File: src/sv/mft_pkg.sv
`default_nettype none
// ----------------------------------------------------------------------------
// mft_pkg
// Shared types and constants for the motor feedback multiturn tracker.
// ----------------------------------------------------------------------------
package mft_pkg;

  // Configuration register indexes.
  localparam logic [1:0] CFG_CURRENT_MODE    = 2'd0;
  localparam logic [1:0] CFG_READ_ERROR      = 2'd1;
  localparam logic [1:0] CFG_OFFLINE_TIMEOUT = 2'd2;

  // Configuration reset values.
  localparam logic [7:0]  RST_CURRENT_MODE    = 8'd161;
  localparam logic [7:0]  RST_READ_ERROR      = 8'd154;
  localparam logic [15:0] RST_OFFLINE_TIMEOUT = 16'd100;

  // Input commands.
  localparam logic CMD_FRAME = 1'b0;
  localparam logic CMD_TICK  = 1'b1;

  // While fewer frames than this are counted, turn unwrap starts from a zero count.
  localparam logic [31:0] WARMUP_FRAMES = 32'd50;

  // Encoder jump of half a turn or more counts as a wrap.
  localparam logic signed [16:0] HALF_TURN_POS = 17'sd32768;
  localparam logic signed [16:0] HALF_TURN_NEG = -17'sd32768;

  typedef struct packed {
    logic        warmup_clear;
    logic [15:0] turn;
    logic [15:0] prev_enc;
    logic [15:0] new_enc;
  } mft_unwrap_req_t;

endpackage
`default_nettype wire

File: src/sv/mft_unwrap.sv
`default_nettype none
// ----------------------------------------------------------------------------
// mft_unwrap
// Turn counter update from two successive single-turn encoder readings.
// ----------------------------------------------------------------------------
module mft_unwrap (
  input  wire mft_pkg::mft_unwrap_req_t req,
  output logic [15:0]                   turn_nxt
);
  import mft_pkg::*;

  logic signed [16:0] diff;
  logic [15:0]        base;

  assign diff = $signed({1'b0, req.new_enc}) - $signed({1'b0, req.prev_enc});
  assign base = req.warmup_clear ? 16'd0 : req.turn;

  always_comb begin
    if (diff >= HALF_TURN_POS) begin
      turn_nxt = base - 16'd1;
    end else if (diff <= HALF_TURN_NEG) begin
      turn_nxt = base + 16'd1;
    end else begin
      turn_nxt = base;
    end
  end

endmodule
`default_nettype wire

File: src/sv/motor_feedback_multiturn_tracker.sv
`default_nettype none
// ----------------------------------------------------------------------------
// motor_feedback_multiturn_tracker
// Decodes motor feedback frames and time ticks into a status beat per item,
// with multiturn encoder unwrap and an offline timeout.
// ----------------------------------------------------------------------------
//  Channel  | Direction | Payload
//  in_      | sink      | command, 64-bit frame word
//  out_     | source    | temperature, current, speed, encoder, turns, status
//  cfg_     | sink      | 2-bit register index, 16-bit write data
//
// Each accepted item updates the tracker state in the cycle it is taken; the
// status registers are the result beat and show it from the next cycle on.
// One item per cycle is sustained while the output side takes beats.
// A stalled output beat blocks input; a new item is taken in the same cycle
// the waiting beat leaves. The configuration port is always ready.
// Synchronous active-low reset clears all state and loads register defaults.
// ----------------------------------------------------------------------------
module motor_feedback_multiturn_tracker (
  input  wire                logic        clk,
  input  wire                logic        rst_n,

  input  wire                logic        in_valid,
  output                     logic        in_ready,
  input  wire                logic        in_command,
  input  wire                logic [63:0] in_frame_word,

  output                     logic        out_valid,
  input  wire                logic        out_ready,
  output                     logic signed [7:0]  out_temperature,
  output                     logic signed [15:0] out_phase_current,
  output                     logic signed [15:0] out_speed,
  output                     logic [15:0] out_encoder,
  output                     logic signed [15:0] out_turn_count,
  output                     logic signed [31:0] out_total_position,
  output                     logic [7:0]  out_error_code,
  output                     logic        out_online,
  output                     logic [31:0] out_frames_received,

  input  wire                logic        cfg_valid,
  output                     logic        cfg_ready,
  input  wire                logic [1:0]  cfg_index,
  input  wire                logic [15:0] cfg_data
);
  import mft_pkg::*;

  logic [7:0]  cur_code_r;
  logic [7:0]  err_code_r;
  logic [15:0] timeout_r;

  logic [31:0] rx_count_r,  rx_count_nxt;
  logic [15:0] enc_r,       enc_nxt;
  logic [15:0] turn_r,      turn_nxt;
  logic [7:0]  temp_r,      temp_nxt;
  logic [15:0] current_r,   current_nxt;
  logic [15:0] speed_r,     speed_nxt;
  logic [7:0]  error_r,     error_nxt;
  logic [31:0] elapsed_r,   elapsed_nxt;
  logic        ever_r,      ever_nxt;
  logic        online_r,    online_nxt;
  logic        out_valid_r, out_valid_nxt;

  logic            in_fire;
  logic            is_cur;
  logic            is_err;
  logic [31:0]     rx_count_inc;
  logic [15:0]     unwrap_turn;
  mft_unwrap_req_t unwrap_req;

  assign in_ready  = !out_valid_r || out_ready;
  assign in_fire   = in_valid && in_ready;
  assign cfg_ready = 1'b1;

  // Configuration registers.
  always_ff @(posedge clk) begin
    if (!rst_n) begin
      cur_code_r <= RST_CURRENT_MODE;
      err_code_r <= RST_READ_ERROR;
      timeout_r  <= RST_OFFLINE_TIMEOUT;
    end else if (cfg_valid && cfg_ready) begin
      case (cfg_index)
        CFG_CURRENT_MODE:    cur_code_r <= cfg_data[7:0];
        CFG_READ_ERROR:      err_code_r <= cfg_data[7:0];
        CFG_OFFLINE_TIMEOUT: timeout_r  <= cfg_data;
        default: ;
      endcase
    end
  end

  assign is_cur = (in_frame_word[7:0] == cur_code_r);
  assign is_err = !is_cur && (in_frame_word[7:0] == err_code_r);

  // Frame count as it stands once this frame is counted; it also gates warm-up.
  assign rx_count_inc = (rx_count_r != '1) ? rx_count_r + 32'd1 : rx_count_r;

  assign unwrap_req.warmup_clear = (rx_count_inc < WARMUP_FRAMES);
  assign unwrap_req.turn         = turn_r;
  assign unwrap_req.prev_enc     = enc_r;
  assign unwrap_req.new_enc      = in_frame_word[63:48];

  mft_unwrap u_unwrap (
    .req      (unwrap_req),
    .turn_nxt (unwrap_turn)
  );

  always_comb begin
    rx_count_nxt  = rx_count_r;
    enc_nxt       = enc_r;
    turn_nxt      = turn_r;
    temp_nxt      = temp_r;
    current_nxt   = current_r;
    speed_nxt     = speed_r;
    error_nxt     = error_r;
    elapsed_nxt   = elapsed_r;
    ever_nxt      = ever_r;
    out_valid_nxt = out_valid_r && !out_ready;

    if (in_fire) begin
      out_valid_nxt = 1'b1;
      if (in_command == CMD_TICK) begin
        if (elapsed_r != '1) begin
          elapsed_nxt = elapsed_r + 32'd1;
        end
      end else begin
        rx_count_nxt = rx_count_inc;
        elapsed_nxt  = '0;
        ever_nxt     = 1'b1;
        if (is_cur) begin
          temp_nxt    = in_frame_word[15:8];
          current_nxt = in_frame_word[31:16];
          speed_nxt   = in_frame_word[47:32];
          enc_nxt     = in_frame_word[63:48];
          turn_nxt    = unwrap_turn;
        end else if (is_err) begin
          temp_nxt  = in_frame_word[15:8];
          error_nxt = in_frame_word[63:56];
        end
      end
    end

    online_nxt = ever_nxt && (elapsed_nxt <= {16'd0, timeout_r});
  end

  always_ff @(posedge clk) begin
    if (!rst_n) begin
      rx_count_r  <= '0;
      enc_r       <= '0;
      turn_r      <= '0;
      temp_r      <= '0;
      current_r   <= '0;
      speed_r     <= '0;
      error_r     <= '0;
      elapsed_r   <= '0;
      ever_r      <= 1'b0;
      online_r    <= 1'b0;
      out_valid_r <= 1'b0;
    end else begin
      rx_count_r  <= rx_count_nxt;
      enc_r       <= enc_nxt;
      turn_r      <= turn_nxt;
      temp_r      <= temp_nxt;
      current_r   <= current_nxt;
      speed_r     <= speed_nxt;
      error_r     <= error_nxt;
      elapsed_r   <= elapsed_nxt;
      ever_r      <= ever_nxt;
      online_r    <= online_nxt;
      out_valid_r <= out_valid_nxt;
    end
  end

  // The state only moves when the waiting beat leaves, so it is the result beat.
  assign out_valid          = out_valid_r;
  assign out_temperature    = $signed(temp_r);
  assign out_phase_current  = $signed(current_r);
  assign out_speed          = $signed(speed_r);
  assign out_encoder        = enc_r;
  assign out_turn_count     = $signed(turn_r);
  assign out_total_position = $signed({turn_r, enc_r});
  assign out_error_code     = error_r;
  assign out_online         = online_r;
  assign out_frames_received = rx_count_r;

  a_frame_sets_online: assert property (@(posedge clk) disable iff (!rst_n)
    (in_fire && in_command == CMD_FRAME) |=> (out_online && out_valid))
    else $error("frame beat did not produce an online result");

  a_tick_keeps_turns: assert property (@(posedge clk) disable iff (!rst_n)
    (in_fire && in_command == CMD_TICK) |=> ($stable(out_turn_count) && $stable(out_encoder)))
    else $error("tick changed the position state");

  a_count_monotonic: assert property (@(posedge clk) disable iff (!rst_n)
    rst_n |=> (out_frames_received >= $past(out_frames_received)))
    else $error("frame count went backwards");

  a_idle_holds_state: assert property (@(posedge clk) disable iff (!rst_n)
    !in_fire |=> ($stable(out_frames_received) && $stable(out_turn_count)))
    else $error("state changed without an accepted item");

endmodule
`default_nettype wire
File: config.mk
export PLATFORM = sky130hd
export DESIGN_NAME = motor_feedback_multiturn_tracker
export DESIGN_NICKNAME = d
export VERILOG_FILES = /design/src/sv/mft_pkg.sv /design/src/sv/mft_unwrap.sv /design/src/sv/motor_feedback_multiturn_tracker.sv
export SDC_FILE = /design/constraint.sdc
export NUM_CORES = 1
export LEC_CHECK = 0
export ABC_AREA = 1
export BUFFER_PORTS_ARGS = -buffer_cell sky130_fd_sc_hd__buf_2
export CAP_MARGIN = 5
export CORE_MARGIN = 2
export CORE_UTILIZATION = 45
export CTS_CLUSTER_DIAMETER = 120
export DETAILED_ROUTE_END_ITERATION = 16
export HOLD_SLACK_MARGIN = 0.08
export PLACE_DENSITY = 0.68
export SETUP_SLACK_MARGIN = 0.3
export SKIP_CTS_REPAIR_TIMING = 1
export SYNTH_ARGS = -nofsm -noshare
export SYNTH_HDL_FRONTEND = slang
export SYNTH_SLANG_ARGS = --single-unit
File: constraint.sdc
create_clock -name clk -period 4.9 [get_ports clk]
set_clock_uncertainty 0.2 [all_clocks]
set_input_delay 0.98 -clock clk [delete_from_list [all_inputs] [get_ports clk]]
set_output_delay 0.98 -clock clk [all_outputs]
set_load 0.05 [all_outputs]
==> metrics.json <==
{
  "r2r-start": {"value": "elapsed_r[12]$_SDFF_PN0_"},
  "post_synth.cell_area_avg": {"value": 6.467, "unit": "um2"},
  "critical_path.reg2reg.endpoint": {"value": "out_online$_SDFF_PN0_"},
  "grt_setup_unrepaired": {"value": "no"},
  "gr-usage-all-layers": {"value": 24.22, "unit": "%"},
  "clkPwrFrac": {"value": 43.3, "unit": "%"},
  "worst_ep_arrival_time": {"value": 4.31, "unit": "ns"},
  "setup_total_negative_slack": {"value": 0, "unit": "ns"},
  "first_global_vias": {"value": 10226},
  "ys_top_cells_by_area": {"value": "dfxtp_1, nand2_1, nor2_1"},
  "slew_headroom": {"value": 29.25, "unit": "%"},
  "regToRegSetupSlack": {"value": 0.78, "unit": "ns"},
  "power_density": {"value": 273.7, "unit": "nW/um2"},
  "timing.critical_path.required": {"value": 5.09, "unit": "ns"},
  "grt_first_pass_wirelength": {"value": 49210, "unit": "um"},
  "timing.reg2reg.worst_path_depth": {"value": 21},
  "antenna_left": {"value": 0},
  "syn_inst": {"value": 1665},
  "starting_density": {"value": 45.87, "unit": "%"},
  "synth.net_count": {"value": 1790},
  "maximum_clock_path_buffer_count": {"value": 2},
  "peakVddDrop": {"value": 0.2036, "unit": "mV"},
  "clock.fmax": {"value": 242.7, "unit": "MHz"},
  "tritoncts_clock_tree": {"value": "done"},
  "synth_largest_type_area_fraction": {"value": 33.28, "unit": "%"},
  "cell_depth_of_the_worst_min_delay_path": {"value": 2},
  "vias_per_cell": {"value": 5.108},
  "synth-edff-count": {"value": 0},
  "antenna_found_initial": {"value": 0},
  "htreeDepth": {"value": 4},
  "total_leakage_power": {"value": 6.089, "unit": "nW"},
  "routedWlPerCell": {"value": 13.99, "unit": "um"},
  "worst_setup_path_start_kind": {"value": "flop"},
  "timing.final.max_slew_violations": {"value": 0},
  "ys_dominant_reg_cell": {"value": "dfxtp_1"},
  "power.share.combinational": {"value": 12.5, "unit": "%"},
  "placement.io_buffers": {"value": 234},
  "synthDistinctLibCells": {"value": 50},
  "synthesis.yosys.warnings": {"value": 0},
  "hold_path_class": {"value": "flop to flop"},
  "power.net_switching": {"value": 0.001100, "unit": "W"},
  "post_cts_clock_slew_at_the_launch_and_capture_registers_of_the_worst_setup_and_hold_paths": {"value": 0.09, "unit": "ns"},
  "drcViolationCount": {"value": 0},
  "async_reset_ff_share": {"value": 0, "unit": "%"},
  "vias": {"value": 11105},
  "wl": {"value": 30420, "unit": "um"},
  "chipWidth": {"value": 158.7, "unit": "um"},
  "finish.utilization": {"value": 53.79, "unit": "%"},
  "worst-path-max-fanout": {"value": 5},
  "place_hpwl": {"value": 22760, "unit": "um"},
  "hold_viol_final": {"value": 0},
  "synth_commonest_cells": {"value": "nand2_1, nor2_1, inv_1"},
  "die_y": {"value": 158.7, "unit": "um"},
  "drt_iter0_markers": {"value": 608},
  "final_net_count": {"value": 1967},
  "intPower": {"value": 0.002356, "unit": "W"},
  "tightest_slew": {"value": 1.053, "unit": "ns"},
  "layout-drive-gt1-share": {"value": 17.20, "unit": "%"},
  "layout_worst_path_cycle_share": {"value": 84.10, "unit": "%"},
  "cts_root_buf": {"value": "clkbuf_16"},
  "setup-violations-final": {"value": 0},
  "clkLatencyLatePin": {"value": 0.46, "unit": "ns"},
  "pin_count_of_the_biggest_net_entering_global_routing": {"value": 80},
  "fill_cells": {"value": 2378},
  "row_count": {"value": 56},
  "swShare": {"value": 31.82, "unit": "%"},
  "timing.hold.worst.start": {"value": "timeout_r[1]$_SDFFE_PN0P_"},
  "numCtsBuffers": {"value": 17},
  "synthesis.area": {"value": 10770, "unit": "um2"},
  "drt_pass1_iterations": {"value": 5},
  "area_delta_synth_final": {"value": 17.26, "unit": "%"},
  "clock-sinks": {"value": 179},
  "core_footprint": {"value": 23470, "unit": "um2"},
  "synthDominantAreaCellType": {"value": "dfxtp_1"},
  "synthMostInstantiatedCell": {"value": "nand2_1"},
  "critical_path.endpoint_type": {"value": "flop"},
  "hold-path-endpoint": {"value": "timeout_r[1]$_SDFFE_PN0P_"},
  "status": {"value": "complete, no violations"},
  "sequentialPowerShare": {"value": 44.1, "unit": "%"},
  "insertedDiodeCount": {"value": 0},
  "sequential_share_of_the_synthesized_area": {"value": 33.28, "unit": "%"},
  "globalplace.congestion": {"value": 0.9140},
  "minimum_clock_period_after_layout": {"value": 4.121, "unit": "ns"},
  "io_pins": {"value": 236},
  "yosys_register_bits": {"value": 179},
  "max_cap_violations": {"value": 0},
  "path_class": {"value": "flop to flop"},
  "worst_setup_path_startpoint": {"value": "elapsed_r[12]$_SDFF_PN0_"},
  "remaining_global_route_overflow": {"value": 0},
  "die-area": {"value": 25180, "unit": "um2"}
}
-- how the worst max path moves through the flow --
stage,cells past startpoint,slack [ns],endpoint
floorplan,21,0.53,out_online$_SDFF_PN0_
global placement,23,0.50,out_online$_SDFF_PN0_
detailed placement,23,0.38,out_online$_SDFF_PN0_
CTS,19,0.54,out_online$_SDFF_PN0_
global route,24,0.33,out_online$_SDFF_PN0_
finish,21,0.78,out_online$_SDFF_PN0_
-- area by class of cell --
class                      count  area (um2)  area share, %
sequential                   179        3583          28.38
inverter                     224       840.8          6.659
clock buffer                  17       425.4          3.369
tap                          319       399.1          3.161
timing repair buffer         248        1279          10.13
clock inverter                15       222.7          1.764
multi-input combinational   1172        5876          46.54
-- power groups by stage --
stage | Sequential, W | Combinational [W] | Clock [W]
floorplan | 0.00162 | 0.000241 | 0
global placement | 0.00156 | 0.000426 | 0
detailed placement | 0.00156 | 0.000432 | 0
CTS | 0.00152 | 0.000433 | 0.00153
global route | 0.00153 | 0.000482 | 0.00159
finish | 0.00152 | 0.000433 | 0.00150
-- kinds of logic after synthesis --
group           Yosys count  synth area share (%)
fa+ha+maj                37                 4.369
simple gates            807                 32.20
compound gates          298                 15.36
flops                   179                 33.28
buf+inv                 314                 12.40
other cells               1               0.03483
xor+xnor                 29                 2.359
-- worst max-delay path, stage by stage, from the launching register on --
cell and delay (ns):
dfxtp_1 0.44, inv_1 0.13, nor3_2 0.29, nand3_1 0.10, nor2_1 0.17, nand2_1 0.07
o21ai_1 0.35, nor2_1 0.07, inv_1 0.14, nor4_1 0.06, buf_4 0.14, a211oi_1 0.30
ha_1 0.31, a21oi_1 0.13, nor2_1 0.05, a211oi_1 0.19, o2111ai_1 0.12, a21boi_0 0.34
nand3_1 0.12, nor3_1 0.14, nand3_1 0.09, nor2_1 0.08
-- state kept, by name, summed over array words and instances, names as in the netlist, 8 cells and up --
name / flops
cur_code_r: 8
elapsed_r: 32
out_speed: 16
out_temperature: 8
timeout_r: 16
out_encoder: 16
err_code_r: 8
out_turn_count: 16
out_error_code: 8
out_phase_current: 16
out_frames_received: 32
-- metal layers --
| layer | part of all wire (%) | up-vias | global-route usage, % |
|---|---|---|---|
| li1 | - | 5741 | - |
| met1 | 44 | 5055 | 29.30 |
| met2 | 48 | 272 | 42.96 |
| met3 | 5.7 | 37 | 4.818 |
| met4 | 1.9 | 0 | 7.808 |
| met5 | 0 | - | 0 |
-- metrics by stage --
step | std cells | total power (W) | instance area (um2) | setup slack (ns) | hold WS, ns
finish | 2174 | 0.003456 | 12630 | 0.7790 | 0.2650
global route | 2174 | 0.003599 | 12630 | 0.3326 | 0.2912
CTS | 2174 | 0.003484 | 12610 | 0.5357 | 0.2709
detailed placement | 2142 | 0.001990 | 11970 | 0.3834 | 0.2567
global placement | 2142 | 0.001983 | 11970 | 0.5037 | 0.2529
floorplan | 1665 | 0.001857 | 10770 | 0.5262 | 0.2353
-- cell usage in the layout, fill, tap and decap left out, types with 6 or more instances in the layout --
cell type / Yosys / layout
o21bai_1: 6 / 6
nand2_1: 315 / 315
o211ai_1: 19 / 19
a21oi_1: 91 / 91
o21ai_0: 135 / 134
inv_1: 220 / 219
buf_4: 34 / 15
xor2_1: 21 / 21
a211oi_1: 19 / 19
nor2_2: 11 / 11
clkbuf_16: 0 / 17
nand3_1: 104 / 104
inv_12: 0 / 7
nor4_1: 16 / 16
dfxtp_1: 179 / 179
nand4_1: 27 / 27
nor3_1: 39 / 38
xnor2_1: 8 / 8
ha_1: 36 / 36
o21ai_1: 9 / 10
nor2_1: 269 / 267
buf_2: 5 / 233
No activity file was read; power rests on OpenSTA's default activity.
